`config.mk`:
```
export PLATFORM = sky130hd
export DESIGN_NAME = qtm_div
export DESIGN_NICKNAME = d
export VERILOG_FILES = /design/src/rtl/core/qtm_pkg.sv /design/src/rtl/core/qtm_div.sv
export SDC_FILE = /design/constraint.sdc
export NUM_CORES = 2
export LEC_CHECK = 0
export BUFFER_PORTS_ARGS = -buffer_cell sky130_fd_sc_hd__buf_4
export CAP_MARGIN = 20
export CORE_MARGIN = 8
export CORE_UTILIZATION = 39
export CTS_CLUSTER_DIAMETER = 40
export DETAILED_ROUTE_END_ITERATION = 16
export SLEW_MARGIN = 20
export SYNTH_ARGS = -nofsm -noshare
export SYNTH_HDL_FRONTEND = slang
export SYNTH_SLANG_ARGS = --single-unit
```
`constraint.sdc`:
```
create_clock -name aclk -period 7.9 [get_ports aclk]
set_clock_uncertainty 0.2 [all_clocks]
set_input_delay 1.185 -clock aclk [delete_from_list [all_inputs] [get_ports aclk]]
set_output_delay 1.185 -clock aclk [all_outputs]
set_load 0.005 [all_outputs]
```
`src/rtl/core/qtm_pkg.sv`:
```
package qtm_pkg;

    localparam logic [14:0] ONE_Q14 = 15'd16384;
    localparam logic [11:0] PULSE_MIN = 12'd1000;
    localparam logic [11:0] PULSE_MAX = 12'd2000;
    localparam logic [11:0] PULSE_MID = 12'd1500;
    localparam logic [16:0] RECIP_125 = 17'd67109;
    localparam int unsigned RECIP_SHIFT = 23;
    localparam int unsigned DIV_STAGES = 16;

    localparam logic [1:0] REG_MAX_BOOST = 2'd0;
    localparam logic [1:0] REG_MAX_THR = 2'd1;
    localparam logic [1:0] REG_DIFF_THRUST = 2'd2;

    typedef struct packed {
        logic signed [15:0] roll_demand;
        logic signed [15:0] roll_feedforward;
        logic signed [15:0] pitch_demand;
        logic signed [15:0] pitch_feedforward;
        logic signed [15:0] yaw_demand;
        logic signed [15:0] yaw_feedforward;
        logic [14:0]        throttle_demand;
        logic [14:0]        comp_gain;
        logic [14:0]        ext_min_throttle;
        logic [11:0]        pitch_stick_pulse;
        logic [11:0]        yaw_stick_pulse;
    } qtm_in_t;

    typedef struct packed {
        logic [14:0]        thrust_front_a;
        logic [14:0]        thrust_front_b;
        logic [14:0]        thrust_rear_a;
        logic [14:0]        thrust_rear_b;
        logic signed [15:0] avg_throttle_out;
        logic signed [15:0] tilt_pitch_cmd;
        logic signed [15:0] tilt_yaw_cmd;
        logic               hit_throttle_low;
        logic               hit_throttle_high;
        logic               hit_roll_limit;
    } qtm_out_t;

    typedef struct packed {
        logic [14:0] boost_limit;
        logic [14:0] max_throttle;
        logic        diff_thrust_present;
    } qtm_cfg_t;

    typedef struct packed {
        logic signed [18:0] roll;
        logic signed [16:0] pitch;
        logic signed [16:0] yaw;
        logic [16:0]        thr;
        logic [16:0]        boost;
        logic signed [15:0] wp;
        logic signed [15:0] wy;
        logic [14:0]        s;
        logic [14:0]        m;
        logic [14:0]        g;
        logic               lo;
        logic               hi;
        logic               rl;
    } qtm_f2m_t;

    typedef struct packed {
        logic [14:0]        t0;
        logic [14:0]        t1;
        logic [14:0]        t2;
        logic [14:0]        t3;
        logic signed [15:0] tilt_pitch;
        logic signed [15:0] tilt_yaw;
        logic               lo;
        logic               hi;
        logic               rl;
    } qtm_side_t;

    typedef struct packed {
        qtm_side_t   side;
        logic [15:0] rem;
        logic [15:0] low;
        logic [15:0] divisor;
        logic        ovf;
        logic        neg;
    } qtm_m2d_t;

endpackage

```
`src/rtl/core/qtm_div.sv`:
```
module qtm_div (
    input  logic              aclk,
    input  logic              aresetn,
    input  logic              en,
    input  logic              in_valid,
    input  qtm_pkg::qtm_m2d_t in_data,
    output logic              out_valid,
    output qtm_pkg::qtm_out_t out_data
);

    localparam int unsigned NS = qtm_pkg::DIV_STAGES;

    logic [NS-1:0]       v_reg;
    logic [15:0]         rem_reg [NS];
    logic [15:0]         low_reg [NS];
    logic [15:0]         quo_reg [NS];
    logic [15:0]         dv_reg [NS];
    logic                ovf_reg [NS];
    logic                neg_reg [NS];
    qtm_pkg::qtm_side_t  side_reg [NS];

    logic [15:0] rem_next [NS];
    logic [15:0] low_next [NS];
    logic [15:0] quo_next [NS];
    logic [16:0] trial [NS];

    // one quotient bit per stage, restoring
    always_comb begin
        for (int k = 0; k < NS; k++) begin
            if (k == 0) begin
                trial[k] = {in_data.rem, in_data.low[15]};
                low_next[k] = {in_data.low[14:0], 1'b0};
                quo_next[k] = '0;
            end else begin
                trial[k] = {rem_reg[k-1], low_reg[k-1][15]};
                low_next[k] = {low_reg[k-1][14:0], 1'b0};
                quo_next[k] = {quo_reg[k-1][14:0], 1'b0};
            end
            if (trial[k] >= {1'b0, (k == 0) ? in_data.divisor : dv_reg[k-1]}) begin
                rem_next[k] = 16'(trial[k] - {1'b0, (k == 0) ? in_data.divisor : dv_reg[k-1]});
                quo_next[k][0] = 1'b1;
            end else begin
                rem_next[k] = trial[k][15:0];
            end
        end
    end

    always_ff @(posedge aclk) begin
        if (!aresetn) begin
            v_reg <= '0;
        end else if (en) begin
            v_reg <= {v_reg[NS-2:0], in_valid};
        end
        if (en) begin
            for (int k = 0; k < NS; k++) begin
                rem_reg[k] <= rem_next[k];
                low_reg[k] <= low_next[k];
                quo_reg[k] <= quo_next[k];
                if (k == 0) begin
                    dv_reg[k]   <= in_data.divisor;
                    ovf_reg[k]  <= in_data.ovf;
                    neg_reg[k]  <= in_data.neg;
                    side_reg[k] <= in_data.side;
                end else begin
                    dv_reg[k]   <= dv_reg[k-1];
                    ovf_reg[k]  <= ovf_reg[k-1];
                    neg_reg[k]  <= neg_reg[k-1];
                    side_reg[k] <= side_reg[k-1];
                end
            end
        end
    end

    // saturate and restore sign
    logic [15:0]        mag;
    logic signed [15:0] avg;
    qtm_pkg::qtm_side_t sd;
    qtm_pkg::qtm_out_t  o_next;

    always_comb begin
        mag = quo_reg[NS-1];
        sd  = side_reg[NS-1];
        if (!neg_reg[NS-1]) begin
            avg = (ovf_reg[NS-1] || mag > 16'd32767) ? 16'sh7fff : $signed(mag);
        end else begin
            avg = (ovf_reg[NS-1] || mag > 16'd32768) ? -16'sd32768 : -$signed(mag);
        end
        o_next.thrust_front_a    = sd.t0;
        o_next.thrust_front_b    = sd.t1;
        o_next.thrust_rear_a     = sd.t2;
        o_next.thrust_rear_b     = sd.t3;
        o_next.avg_throttle_out  = avg;
        o_next.tilt_pitch_cmd    = sd.tilt_pitch;
        o_next.tilt_yaw_cmd      = sd.tilt_yaw;
        o_next.hit_throttle_low  = sd.lo;
        o_next.hit_throttle_high = sd.hi;
        o_next.hit_roll_limit    = sd.rl;
    end

    logic              ov_reg;
    qtm_pkg::qtm_out_t o_reg;

    always_ff @(posedge aclk) begin
        if (!aresetn) begin
            ov_reg <= 1'b0;
        end else if (en) begin
            ov_reg <= v_reg[NS-1];
        end
        if (en) begin
            o_reg <= o_next;
        end
    end

    assign out_valid = ov_reg;
    assign out_data  = o_reg;

endmodule

```
# Yosys cells after proc, flatten, opt, wreduce, memory -nomap -nowiden
# Memory sizes are Yosys's and may differ from the RTL's. A register that Yosys moved wholly into a read port is not among the register bits.
# Cells that the tools add are included.
[word_totals]
elab_cells = 84
n_memories = 7
in_bits = 149
mem_bits_rw = 2560
ff_bits = 33
out_inout_bits = 112
[classes]
muxes = 37
reduce_logical = 2
magnitude_cmp = 18
n_addsub = 17
[mem_list]
columns = ["name", "depth", "width", "read_ports", "rd_clocked_by_memory_dff", "wr", "line", "source"]
rows = [
  ["side_reg", 16, 95, 16, 1, 16, "qtm_div.sv:20", "qtm_pkg::qtm_side_t side_reg [NS];"],
  ["dv_reg", 16, 16, 15, 0, 16, "qtm_div.sv:17", "logic [15:0] dv_reg [NS];"],
  ["quo_reg", 16, 16, 16, 0, 16, "qtm_div.sv:16", "logic [15:0] quo_reg [NS];"],
  ["rem_reg", 16, 16, 15, 0, 16, "qtm_div.sv:14", "logic [15:0] rem_reg [NS];"],
  ["low_reg", 16, 15, 15, 0, 16, "qtm_div.sv:15", "logic [15:0] low_reg [NS];"],
  ["neg_reg", 16, 1, 16, 0, 16, "qtm_div.sv:19", "logic neg_reg [NS];"],
  ["+1 memories", "n/a", "n/a", "n/a", "n/a", "n/a", "n/a", ""],
]
[ops]
columns = ["cell", "count"]
rows = [
  ["2-to-1 mux 16 bit", 19],
  ["greater-or-equal comparator 17 x 16 -> 1 bit", 16],
  ["subtractor 16 bit", 16],
  ["2-to-1 mux 1 bit", 18],
  ["greater-than comparator 16 x 15 -> 1 bit (second input constant)", 1],
  ["greater-than comparator 16 bit (second input constant)", 1],
  ["negator 16 bit", 1],
  ["logical OR 1 bit", 2],
]

# Logic depth before layout (Yosys ltp)
# An unclocked memory read counts as a cell.
[logic_depth]
word_depth = 5
depth_mapped = 13

# Least setup slack after synthesis
# OpenSTA, ideal clock, no wires.
[synth_timing]
path_kind = "input to register"
from = "input in_data[3] in the netlist's numbering"
to = "memory rem_reg[0][10] (data pin)"
arrival_time_ns = 3.492
t_required_ns = 7.438
slack_ns = 3.946
n_path_buf = 1
cell_stages = 11
path_cell_list = "inv_1 ha_1 nor2b_1 or3_1 a21o_1 a31o_2 a211o_1 o211ai_1 a31oi_1 buf_1 mux2_1"
[synth_rtl]
columns = ["element", "line", "source"]
rows = [
  ["start, declared", "qtm_div.sv:6", "input qtm_pkg::qtm_m2d_t in_data,"],
  ["end, declared", "qtm_div.sv:14", ""],
]

==> impl_metrics.yaml <==
cts:
  cts_resized: 0
  cts.sink_count: 2416
  root_buffer: "clkbuf_16"
  clk_path_buf_depth: 4
  clk_latency_ns: 0.91
  cts_setup_buffers: 0
  cts_buffers: 376
  postCtsHoldBufs: 0
  path_clk_slew_ns: 0.05
  htreeDepth: 5
  cts_tree: "done"
critical_path:
  crit_family: "compound AO/OA/AOI/OAI gates"
  critPathLaunch: "rem_reg[0][101]"
  r2r-end: "rem_reg[0][114]"
  path_cells: "ha_1 -> and3_1 -> nand3_1 -> a211oi_1 -> o21ai_1 -> a21oi_1 -> a21oi_1 -> a22oi_2 -> mux2_2"
  path_class: "flip-flop to flip-flop"
  cp_common_cell: "a21oi_1"
  crit_end: "rem_reg[0][114]"
  crit_cells: 9
  crit_fanout: 18
  crit_arrival_ns: 4.40
  critPathLaunchType: "flip-flop"
  reg2regPathDepth: 9
  critPathBufInv: 0
  cpPeakStageDelay_ns: 0.84
  end_kind: "flip-flop"
  cp.required_ns: 8.31
  reg2reg_slack_ns: 3.91
  slowest_stage: "a22oi_2"
  rr_startpoint: "rem_reg[0][101]"
timing:
  setup_tns_ns: 0
  rsz0062_at_grt: "no"
  relSlewSlack: 0.212
  fmax_mhz: 250
  hold_viol_final: 0
  slew_viol_final: 0
  fin_crit_sh: 0.505
  finalSetupViolCount: 0
  worst_pin_slew_ns: 1.18
  period_minus_slack_ns: 3.99
logic_synthesis:
  ys.flop_type: "edfxtp_1"
  async_reset_ff_frac: 0
  ys_seq_area_frac: 0.828
  yosysWarnings: 0
  synth_nets: 5105
  netlist_area_mm2: 0.0874
  syn_inst: 4684
  synth.avg_cell_area_um2: 18.7
  yosysUniqueCellTypes: 77
  yosys.area.top_type: "edfxtp_1"
  ys_seq_elements: 2416
  netlist.area_leader.share: 0.824
  netlist_top_cells_area: "edfxtp_1 82%, ha_1 3.7%, inv_1 1.4%, xnor2_1 1.2%, a21oi_1 1.1%"
  synth_edf_count: 2399
floorplanning:
  die_w_um: 489
  die-area_mm2: 0.240
  ioPinCount: 261
  rows: 174
  core_mm2: 0.224
  die_h_um: 489
  start_util: 0.391
global_route:
  grt_overflow: 0
  track_usage: 0.104
  grt_pass1_vias: 40400
  antenna_found_initial: 2
  grt_max_degree: 183
  grt_pass1_wl_mm: 205
min_path:
  hold_path_class: "flip-flop to flip-flop"
drt:
  drt-initial-drc-count: 2597
  drtPass1Iterations: 7
  avgRoutedWirePerCell_um: 14.9
  routed-via-count: 39800
  ant_nets: 0
  post-route-drc-count: 0
  vias_per_cell: 4.63
  wirelength_mm: 128
finish:
  fin_cells: 8598
  final_core_util: 0.473
  drive_gt1_frac: 0.173
  areaGrowthSynthToFinish_pct: 21.1
  largest_register_ffs: 1520
  finalNetCount: 5728
placement:
  post-dp-hpwl_mm: 76.1
  place_inst: 7920
  io_buffers: 260
  routabilityCongestion: 0.869
power_and_ir_drop:
  vdd_ir_drop_max_mv: 0.214
  p_total_mw: 38.7
  powerDensity_mw_per_mm2: 366
  leakage_nw: 38.7
flow_run:
  cap_violations: 0
outcome:
  outcome: "complete, no violations"
## kinds of logic (layout without fill, tap and decap cells)
group	count (synthesis)	after routing	share of synthesized area
other	0	2	0
flip-flops	2416	2416	0.828
AND/OR/NAND/NOR	666	666	0.0368
multiplexers	113	113	0.0142
AO/OA/AOI/OAI	664	664	0.0472
XOR/XNOR	173	173	0.0173
adder cells (fa/ha/maj)	272	272	0.0402
buffers and inverters	380	1300	0.0164
## power breakdown
part / total [mW] / switching (mW) / internal (mW)
sequential: 16.6 / 0.573 / 16.0
clock: 15.9 / 5.81 / 10.1
combinational: 6.23 / 3.51 / 2.72
## area by class of cell
| class | instances | area [µm²] |
|---|---|---|
| fill | 18600 | 118000 |
| sequential | 2416 | 72400 |
| multi-input combinational | 1888 | 13700 |
| clock buffer | 407 | 9630 |
| tap | 2992 | 3740 |
| clock inverter | 268 | 2840 |
| timing repair buffer | 294 | 2380 |
| inverter | 331 | 1240 |
| antenna | 2 | 5.00 |
## routing by layer
layer  vias to the layer above  global-route usage  part of all wire
met1                     19200               0.132              0.45
met2                       867               0.165              0.46
met4                         0              0.0518             0.043
met5                         -                   0                 0
li1                      19300                   -                 -
met3                       399              0.0275             0.050
## stage by stage
| stage | cell area [µm²] | hold slack [ns] | setup WS (ns) |
|---|---|---|---|
| global route | 106000 | 0.153 | 3.78 |
| global placement | 93400 | 0.200 | 3.40 |
| CTS | 106000 | 0.134 | 3.97 |
| detailed placement | 93400 | 0.205 | 3.39 |
| finish | 106000 | 0.184 | 3.91 |
| floorplan | 87400 | 0.200 | 3.95 |
## Yosys cell counts, types with 21 or more instances
cell	count
o21a_1	24
a21oi_1	198
mux2_1	54
o21ai_0	111
nand3_1	36
a21o_1	63
nor3_1	50
edfxtp_1	2399
nor2_1	213
inv_1	329
a31oi_1	21
nor2b_1	51
o31ai_1	21
ha_1	257
xor2_1	58
o21ai_1	75
nand4_1	41
nand2_1	152
a211oi_1	25
or3_1	22
mux2i_1	26
clkbuf_1	41
mux2_2	33
xnor2_1	115
nand2b_1	40
## worst min-delay path by stage
stage                    startpoint               to  slack (ns)  cells after the start
finish               side_reg[7][7]   side_reg[8][7]        0.18                      0
global route            in_data[89]  side_reg[0][39]        0.15                      1
CTS                    in_data[112]  side_reg[0][62]        0.13                      1
detailed placement  low_reg[0][117]   low_reg[1][13]        0.20                      0
global placement     side_reg[9][8]  side_reg[10][8]        0.20                      0
floorplan            low_reg[0][84]  low_reg[0][100]        0.20                      0
## layout by cell type (no fill, tap or decap), types with 14 or more instances in the layout
cell type | synthesis | final
edfxtp_1 | 2399 | 2399
clkbuf_16 | 0 | 381
inv_1 | 329 | 329
buf_4 | 0 | 280
ha_1 | 257 | 257
nor2_1 | 213 | 213
a21oi_1 | 198 | 198
nand2_1 | 152 | 152
xnor2_1 | 115 | 115
o21ai_0 | 111 | 110
o21ai_1 | 75 | 75
a21o_1 | 63 | 63
xor2_1 | 58 | 58
mux2_1 | 54 | 54
clkinvlp_4 | 0 | 54
nor2b_1 | 51 | 51
nor3_1 | 50 | 50
clkinv_2 | 0 | 43
inv_6 | 0 | 42
nand4_1 | 41 | 41
nand2b_1 | 40 | 40
nand3_1 | 36 | 36
clkinv_1 | 1 | 36
bufinv_16 | 0 | 36
mux2_2 | 33 | 33
clkinv_4 | 0 | 31
mux2i_1 | 26 | 26
clkbuf_1 | 41 | 26
a211oi_1 | 25 | 25
o21a_1 | 24 | 24
or3_1 | 22 | 22
o31ai_1 | 21 | 21
a31oi_1 | 21 | 19
dfxtp_1 | 17 | 17
fa_1 | 15 | 15
inv_8 | 0 | 14
(Power assumes the default switching activity.)
