===== src/rtl/core/qtm_pkg.sv =====
package qtm_pkg;

    localparam logic [14:0] ONE_Q14 = 15'd16384;
    localparam logic [11:0] PULSE_MIN = 12'd1000;
    localparam logic [11:0] PULSE_MAX = 12'd2000;
    localparam logic [11:0] PULSE_MID = 12'd1500;
    localparam logic [16:0] RECIP_125 = 17'd67109;
    localparam int unsigned RECIP_SHIFT = 23;
    localparam int unsigned DIV_STAGES = 16;

    localparam logic [1:0] REG_MAX_BOOST = 2'd0;
    localparam logic [1:0] REG_MAX_THR = 2'd1;
    localparam logic [1:0] REG_DIFF_THRUST = 2'd2;

    typedef struct packed {
        logic signed [15:0] roll_demand;
        logic signed [15:0] roll_feedforward;
        logic signed [15:0] pitch_demand;
        logic signed [15:0] pitch_feedforward;
        logic signed [15:0] yaw_demand;
        logic signed [15:0] yaw_feedforward;
        logic [14:0]        throttle_demand;
        logic [14:0]        comp_gain;
        logic [14:0]        ext_min_throttle;
        logic [11:0]        pitch_stick_pulse;
        logic [11:0]        yaw_stick_pulse;
    } qtm_in_t;

    typedef struct packed {
        logic [14:0]        thrust_front_a;
        logic [14:0]        thrust_front_b;
        logic [14:0]        thrust_rear_a;
        logic [14:0]        thrust_rear_b;
        logic signed [15:0] avg_throttle_out;
        logic signed [15:0] tilt_pitch_cmd;
        logic signed [15:0] tilt_yaw_cmd;
        logic               hit_throttle_low;
        logic               hit_throttle_high;
        logic               hit_roll_limit;
    } qtm_out_t;

    typedef struct packed {
        logic [14:0] boost_limit;
        logic [14:0] max_throttle;
        logic        diff_thrust_present;
    } qtm_cfg_t;

    typedef struct packed {
        logic signed [18:0] roll;
        logic signed [16:0] pitch;
        logic signed [16:0] yaw;
        logic [16:0]        thr;
        logic [16:0]        boost;
        logic signed [15:0] wp;
        logic signed [15:0] wy;
        logic [14:0]        s;
        logic [14:0]        m;
        logic [14:0]        g;
        logic               lo;
        logic               hi;
        logic               rl;
    } qtm_f2m_t;

    typedef struct packed {
        logic [14:0]        t0;
        logic [14:0]        t1;
        logic [14:0]        t2;
        logic [14:0]        t3;
        logic signed [15:0] tilt_pitch;
        logic signed [15:0] tilt_yaw;
        logic               lo;
        logic               hi;
        logic               rl;
    } qtm_side_t;

    typedef struct packed {
        qtm_side_t   side;
        logic [15:0] rem;
        logic [15:0] low;
        logic [15:0] divisor;
        logic        ovf;
        logic        neg;
    } qtm_m2d_t;

endpackage


===== src/rtl/core/qtm_front.sv =====
module qtm_front (
    input  logic              aclk,
    input  logic              aresetn,
    input  logic              en,
    input  logic              in_valid,
    input  qtm_pkg::qtm_in_t  in_data,
    input  qtm_pkg::qtm_cfg_t cfg,
    output logic              out_valid,
    output qtm_pkg::qtm_f2m_t out_data
);

    // stage 1
    logic               v1_reg;
    logic [14:0]        g1_reg;
    logic signed [16:0] roll1_reg, pitch1_reg, yaw1_reg;
    logic [14:0]        td1_reg, emin1_reg;
    logic [15:0]        xp1_reg, xy1_reg;
    logic [8:0]         adp1_reg, ady1_reg;
    logic               np1_reg, ny1_reg;

    logic [14:0] g1_next;
    logic [11:0] pp, py;
    logic        np1_next, ny1_next;
    logic [11:0] dp_abs, dy_abs;

    always_comb begin
        g1_next = (in_data.comp_gain < qtm_pkg::ONE_Q14) ? qtm_pkg::ONE_Q14 : in_data.comp_gain;
        if (in_data.pitch_stick_pulse < qtm_pkg::PULSE_MIN) begin
            pp = qtm_pkg::PULSE_MIN;
        end else if (in_data.pitch_stick_pulse > qtm_pkg::PULSE_MAX) begin
            pp = qtm_pkg::PULSE_MAX;
        end else begin
            pp = in_data.pitch_stick_pulse;
        end
        if (in_data.yaw_stick_pulse < qtm_pkg::PULSE_MIN) begin
            py = qtm_pkg::PULSE_MIN;
        end else if (in_data.yaw_stick_pulse > qtm_pkg::PULSE_MAX) begin
            py = qtm_pkg::PULSE_MAX;
        end else begin
            py = in_data.yaw_stick_pulse;
        end
        np1_next = pp < qtm_pkg::PULSE_MID;
        ny1_next = py < qtm_pkg::PULSE_MID;
        dp_abs = np1_next ? (qtm_pkg::PULSE_MID - pp) : (pp - qtm_pkg::PULSE_MID);
        dy_abs = ny1_next ? (qtm_pkg::PULSE_MID - py) : (py - qtm_pkg::PULSE_MID);
    end

    always_ff @(posedge aclk) begin
        if (!aresetn) begin
            v1_reg <= 1'b0;
        end else if (en) begin
            v1_reg <= in_valid;
        end
        if (en) begin
            g1_reg     <= g1_next;
            roll1_reg  <= $signed({in_data.roll_demand[15], in_data.roll_demand})
                        + $signed({in_data.roll_feedforward[15], in_data.roll_feedforward});
            pitch1_reg <= $signed({in_data.pitch_demand[15], in_data.pitch_demand})
                        + $signed({in_data.pitch_feedforward[15], in_data.pitch_feedforward});
            yaw1_reg   <= $signed({in_data.yaw_demand[15], in_data.yaw_demand})
                        + $signed({in_data.yaw_feedforward[15], in_data.yaw_feedforward});
            td1_reg    <= in_data.throttle_demand;
            emin1_reg  <= in_data.ext_min_throttle;
            adp1_reg   <= dp_abs[8:0];
            ady1_reg   <= dy_abs[8:0];
            xp1_reg    <= 16'(dp_abs) * 16'd96 + 16'd62;
            xy1_reg    <= 16'(dy_abs) * 16'd96 + 16'd62;
            np1_reg    <= np1_next;
            ny1_reg    <= ny1_next;
        end
    end

    // stage 2: products
    logic               v2_reg;
    logic [14:0]        g2_reg, emin2_reg;
    logic signed [32:0] rollp2_reg;
    logic signed [16:0] pitch2_reg, yaw2_reg;
    logic [30:0]        thrp2_reg, boostp2_reg, maxp2_reg;
    logic [32:0]        qp2_reg, qy2_reg;
    logic [8:0]         adp2_reg, ady2_reg;
    logic               np2_reg, ny2_reg;

    always_ff @(posedge aclk) begin
        if (!aresetn) begin
            v2_reg <= 1'b0;
        end else if (en) begin
            v2_reg <= v1_reg;
        end
        if (en) begin
            g2_reg      <= g1_reg;
            emin2_reg   <= emin1_reg;
            rollp2_reg  <= $signed(roll1_reg) * $signed({1'b0, g1_reg});
            pitch2_reg  <= pitch1_reg;
            yaw2_reg    <= yaw1_reg;
            thrp2_reg   <= 31'(td1_reg) * 31'(g1_reg);
            boostp2_reg <= 31'(cfg.boost_limit) * 31'(g1_reg);
            maxp2_reg   <= 31'(cfg.max_throttle) * 31'(g1_reg);
            qp2_reg     <= 33'(xp1_reg) * 33'(qtm_pkg::RECIP_125);
            qy2_reg     <= 33'(xy1_reg) * 33'(qtm_pkg::RECIP_125);
            adp2_reg    <= adp1_reg;
            ady2_reg    <= ady1_reg;
            np2_reg     <= np1_reg;
            ny2_reg     <= ny1_reg;
        end
    end

    // stage 3: rounding, clamps, stick weights
    logic               v3_reg;
    qtm_pkg::qtm_f2m_t  f3_reg;
    qtm_pkg::qtm_f2m_t  f3_next;
    logic signed [18:0] roll_r;
    logic [16:0]        thr_r, thr_a, boost_r, maxo_r, min_out;
    logic [14:0]        wpm, wym;

    always_comb begin
        roll_r  = 19'((rollp2_reg + 33'sd8192) >>> 14);
        thr_r   = 17'((thrp2_reg + 31'd8192) >> 14);
        boost_r = 17'((boostp2_reg + 31'd8192) >> 14);
        maxo_r  = 17'((maxp2_reg + 31'd8192) >> 14);
        min_out = ({2'b00, emin2_reg} < boost_r) ? {2'b00, emin2_reg} : boost_r;
        wpm = 15'({adp2_reg, 5'b00000}) + 15'(qp2_reg >> qtm_pkg::RECIP_SHIFT);
        wym = 15'({ady2_reg, 5'b00000}) + 15'(qy2_reg >> qtm_pkg::RECIP_SHIFT);

        f3_next = '0;
        f3_next.lo = thr_r <= min_out;
        thr_a = f3_next.lo ? min_out : thr_r;
        f3_next.hi = thr_a >= maxo_r;
        f3_next.thr = f3_next.hi ? maxo_r : thr_a;
        f3_next.rl = roll_r >= 19'sd16384;
        f3_next.roll = f3_next.rl ? 19'sd16384 : roll_r;
        f3_next.pitch = pitch2_reg;
        f3_next.yaw = yaw2_reg;
        f3_next.boost = boost_r;
        f3_next.wp = np2_reg ? -$signed({1'b0, wpm}) : $signed({1'b0, wpm});
        f3_next.wy = ny2_reg ? -$signed({1'b0, wym}) : $signed({1'b0, wym});
        f3_next.s = wpm;
        f3_next.m = qtm_pkg::ONE_Q14 - wpm;
        f3_next.g = g2_reg;
    end

    always_ff @(posedge aclk) begin
        if (!aresetn) begin
            v3_reg <= 1'b0;
        end else if (en) begin
            v3_reg <= v2_reg;
        end
        if (en) begin
            f3_reg <= f3_next;
        end
    end

    assign out_valid = v3_reg;
    assign out_data  = f3_reg;

endmodule


===== config.mk =====
export PLATFORM = sky130hd
export DESIGN_NAME = qtm_front
export DESIGN_NICKNAME = d
export VERILOG_FILES = /design/src/rtl/core/qtm_pkg.sv /design/src/rtl/core/qtm_front.sv
export SDC_FILE = /design/constraint.sdc
export NUM_CORES = 2
export LEC_CHECK = 0
export BUFFER_PORTS_ARGS = -buffer_cell sky130_fd_sc_hd__buf_2
export CAP_MARGIN = 10
export CORE_MARGIN = 10
export CORE_UTILIZATION = 30
export CTS_CLUSTER_SIZE = 16
export DETAILED_ROUTE_END_ITERATION = 16
export GPL_TIMING_DRIVEN = 0
export HOLD_SLACK_MARGIN = 0.05
export PLACE_DENSITY_LB_ADDON = 0.2
export SLEW_MARGIN = 20
export SYNTH_ARGS = -nofsm -noshare
export SYNTH_HDL_FRONTEND = slang
export SYNTH_SLANG_ARGS = --single-unit

===== constraint.sdc =====
create_clock -name aclk -period 19.15 [get_ports aclk]
set_clock_uncertainty 0.15 [all_clocks]
set_input_delay 0.9575 -clock aclk [delete_from_list [all_inputs] [get_ports aclk]]
set_output_delay 0.9575 -clock aclk [all_outputs]
set_load 0.005 [all_outputs]

Yosys cells after proc, flatten, opt, wreduce, memory -nomap -nowiden
Cells that the tools add are included.

Add/sub/neg operators: 18. $mul: 8. Div/mod/pow operators: 0. Magnitude comparators: 11. Eq/ne operators: 0. Shifts and indexed selects: 0. Muxes and demuxes: 11. Bitwise logic cells: 0. Reductions and logical operators: 0.

Operators with widths (count): adder 30 x 14 -> 31 bit, second input constant (3); multiplier 15 x 15 -> 30 bit (3); 2-to-1 mux 12 bit (6); multiplier 16 x 17 -> 33 bit, second input constant (2); adder 16 x 16 -> 17 bit (3); 2-to-1 mux 17 bit (3); adder 33 x 15 -> 33 bit, second input constant (1); multiplier 17 x 16 -> 33 bit (1); adder 16 x 6 -> 16 bit, second input constant (2); negator 15 -> 16 bit (2); adder 14 x 10 -> 15 bit (2); 2-to-1 mux 15 bit (2); greater-than comparator 12 x 11 -> 1 bit, second input constant (2); < comparator 12 x 10 -> 1 bit, second input constant (2); < comparator 12 x 11 -> 1 bit, second input constant (2); multiplier 12 x 2 -> 11 bit, second input constant (2); subtractor 11 x 12 -> 12 bit, first input constant (2); subtractor 12 x 11 -> 12 bit, second input constant (2); greater-or-equal comparator 19 x 16 -> 1 bit, second input constant (1); greater-or-equal comparator 17 bit (1); less-or-equal comparator 17 bit (1); < comparator 15 x 17 -> 1 bit (1); < comparator 15 bit, second input constant (1); subtractor 15 bit, first input constant (1).

Register bits: 591. Bits in latches: 0. Bits in writable memories: 0. Bits in read-only memories: 0. Bits of input ports: 200. Output and inout port bits: 168. Word-level logic and storage cells: 92. Memories kept: 0.

Depth between registers and ports, before layout
Depth after elaboration: 7. Mapped depth: 39. Gate-level depth less buffers: 36.

Least setup slack after synthesis
OpenSTA, ideal clock, no wires.

Path type: register -> register. From: register boostp2_reg[13]. To: register f3_reg (netlist bit out_data[112]) (data pin). Setup time: 0.267 ns. Data arrival time: 7.188 ns. Data required time: 18.733 ns. Setup slack: 11.545 ns. Cell stages (with the launch flop): 39. Path buffers: 3. Period minus slack after synthesis: 7.605 ns. Cell sequence: edfxtp_1 > ha_1 > nand3_1 > nor2_1 > and3_1 > xor2_1 > inv_1 > ha_1 > nand2_1 > nor4b_1 > mux2_2 > o31ai_1 > o31ai_4 > clkbuf_1 > mux2i_1 > ha_1 > a21o_1 > a21o_1 > (+3 left out) > o21ai_0 > a2111oi_4 > nor2_4 > buf_6 > mux2i_1 > ha_1 > nand2b_1 > a21o_1 > a21o_1 > a21o_1 > a21oi_1 > o21ai_0 > o211ai_1 > a211oi_1 > o22a_1 > clkbuf_1 > a21oi_1 > a21oi_1.

RTL lines: from (decl) (line qtm_front.sv:78) `logic [30:0] thrp2_reg, boostp2_reg, maxp2_reg;`; from (signal assigned) (line qtm_front.sv:96) `boostp2_reg <= 31'(cfg.boost_limit) * 31'(g1_reg);`; to (signal assigned) (line qtm_front.sv:148) `f3_reg <= f3_next;`; to (decl) (line qtm_front.sv:109) `qtm_pkg::qtm_f2m_t f3_reg;`.

==> results by group <==
Final layout
  • Core Util, Final: 0.3390
  • Number of flip-flops in the largest register: around 170
  • Fin nets: 7604
  • Most frequent cells in the layout: inv_1 (984), fa_1 (816), ha_1 (701)
  • Non-Filler Instances: roughly 8500
  • Commonest non-fill, non-tap cell in the layout: inv_1
  • Share of post-route cells with drive strength above 1: 0.08606
  • Fin area: 64340 sq um
  • Area growth, synth to finish: 12.68%

Clocking
  • Cts repair resizes: 0
  • Worst-Skew Late Latency: roughly 730 ps
  • Post CTS Setup Buffer Count: 0
  • Clock sink count: 481
  • Cts bufs inserted: 60
  • Maximum clock insertion buffer count: 3
  • CTS Root Cell: clkbuf_16
  • Reg clk slew, reported paths: 60 ps
  • H-tree depth: 2
  • CTS tree: yes
  • Hold Buf Count CTS: 0

Die
  • Vert. Die Dim: 456.3 um
  • Initial core utilization: 0.3009
  • Die width: roughly 460 um
  • FP Rows: 160
  • Die ar.: between 200000 and 250000 sq um
  • CORE AREA: 189800 sq um
  • I/O pins: 368

Timing
  • Setup TNS: 0 ps
  • Slew @ Worst Pin: 1175 ps
  • Final min period: about 9300 ps
  • Worst slew margin: 0.2165
  • Max Clock Freq: ~110 MHz
  • Final period util: 0.4882
  • RSZ-0062 raised after global routing: false
  • Final setup fails: 0
  • Fin. Hold Viols: 0
  • Slew Viols, Final: 0

Worst hold path
  • Class of the worst hold path: in2reg

Worst setup path
  • Top delay family on crit path: compound AO/OA/AOI/OAI gates
  • CP peak stage delay: between 500 and 600 ps
  • Worst EP arrival: 9680 ps
  • Worst Setup End Kind: register
  • Crit-path max FO: 10
  • Crit path kind: reg2reg
  • CP bufs+invs: 4
  • Most frequent cell on the critical path: a21o_1
  • CP startpoint kind: register
  • Slowest stage cell, crit path: clkbuf_1
  • Worst path required time: between 15000 and 20000 ps

GRT
  • Largest net degree at the start of global routing: 96
  • Vias in the first global route: just over 40000
  • GRT Overall Usage: 0.1554
  • GRT overflow: 0
  • First-pass GRT wire length: 251800 um
  • Initial antenna violation count: 30

Place
  • DP HPWL: 130700 um
  • Placed cell area: 62230 sq um
  • RD Place Congestion: ~0.9
  • Placed cells: 8334
  • Port bufs: 365

Route
  • Wl on met1: roughly 71000 um
  • DRC: 0
  • Top routing layer in use: met5
  • DR WL met3: 8795 um
  • DRT iter0 DRCs: 1925
  • Vias post-DR: between 30000 and 40000
  • Metal2 WL: between 70000 and 80000 um
  • Antenna Violating Nets Remaining: 0
  • Wire per inst: 19.00 um
  • Drt pass-1 iters: 5
  • Routed Wire Length: roughly 160000 um
  • Vias/cell: between 4 and 5

Synthesis
  • Yosys warning count: 0
  • Post-synth EDFFs: 478
  • Share of the synthesized area in the top cell type: 0.2864
  • Async set or reset register ratio after synthesis: 0
  • Yosys reg bits: 481
  • Average size of a mapped cell: between 10 and 15 sq um
  • Ys flop type: edfxtp_1
  • Distinct cells, synth: 79
  • Synthesized instance count: 5451
  • Synth Cell Area: 57100 sq um
  • Yosys top cell by area: fa_1
  • Post-synthesis sequential area ratio: 0.2524
  • Ranking of synthesized cells by area: fa_1 (29%), edfxtp_1 (25%), ha_1 (15%)

Status
  • Status: complete, no violations

Run
  • Max Cap Viol: 0
synthesized netlist by cell type (all sizes together) (4+ instances only):
cell type and number:
inv 985, fa 817, ha 701, nand2 665, edfxtp 478, and2 416
xnor2 176, clkbuf 175, nor2 169, a21oi 119, xor2 104, o21ai 89
nand3 58, nor3 51, o21a 47, a21o 46, and3 34, mux2i 34
nor2b 31, nand2b 30, nand4 28, or3 21, a211oi 13, a21boi 11
o21bai 10, o31ai 10, a31oi 9, o2111ai 8, a2111oi 7, and4 7
or2 7, a311oi 6, a31o 6, buf 6, nand3b 6, o211ai 6
a221oi 5, nor4 5, o22ai 5, a41o 4, o31a 4
metrics by stage:
step                hold WS [ps]  setup slack, ps
finish                     256.5             9801
global route               195.0             9034
CTS                        168.2             9817
detailed placement         254.5             9837
global placement           250.7             8833
floorplan                  250.3            11540
per-layer routing:
metal  vias up  global-route usage
li1      18257                   -
met1     18981              0.2052
met2       855              0.2606
met3       195             0.02789
met4         2             0.04245
met5         -                   0
cell families (layout without fill, tap and decap cells):
family	Yosys count	count (layout)	synth area share
compound gates	427	427	0.04904
flops	481	481	0.2524
fa+ha+maj	1519	1519	0.4402
buf+inv	1167	1652	0.07698
simple gates	1539	1539	0.1312
other cells	1	14	0.00006567
mux	36	36	0.006683
xor+xnor	281	281	0.04334
final cells by class:
class                      count  area [sq um]
sequential                   481         14410
fill                       19461        125400
timing repair buffer         371          1982
clock buffer                  67          1528
buffer                       181         703.2
tap                         2511          3142
inverter                     986          3701
clock inverter                47         540.5
antenna                       11         27.53
multi-input combinational   3805         38300
path summary, 6_finish.rpt:
| path | endpoint | depth (start not counted) | slack (ps) | startpoint |
|---|---|---|---|---|
| max | out_data[105] | 37 | 9800 | boostp2_reg[13] |
| min | td1_reg[6] | 1 | 260 | in_data[60] |
| max reg2reg | out_data[105] | 37 | 9800 | boostp2_reg[13] |
| min reg2reg | ady2_reg[3] | 0 | 260 | ady1_reg[3] |
Power is left out: the tool's default activity adds up to more than one toggle a clock period on the data nets, which glitch-free logic cannot reach.
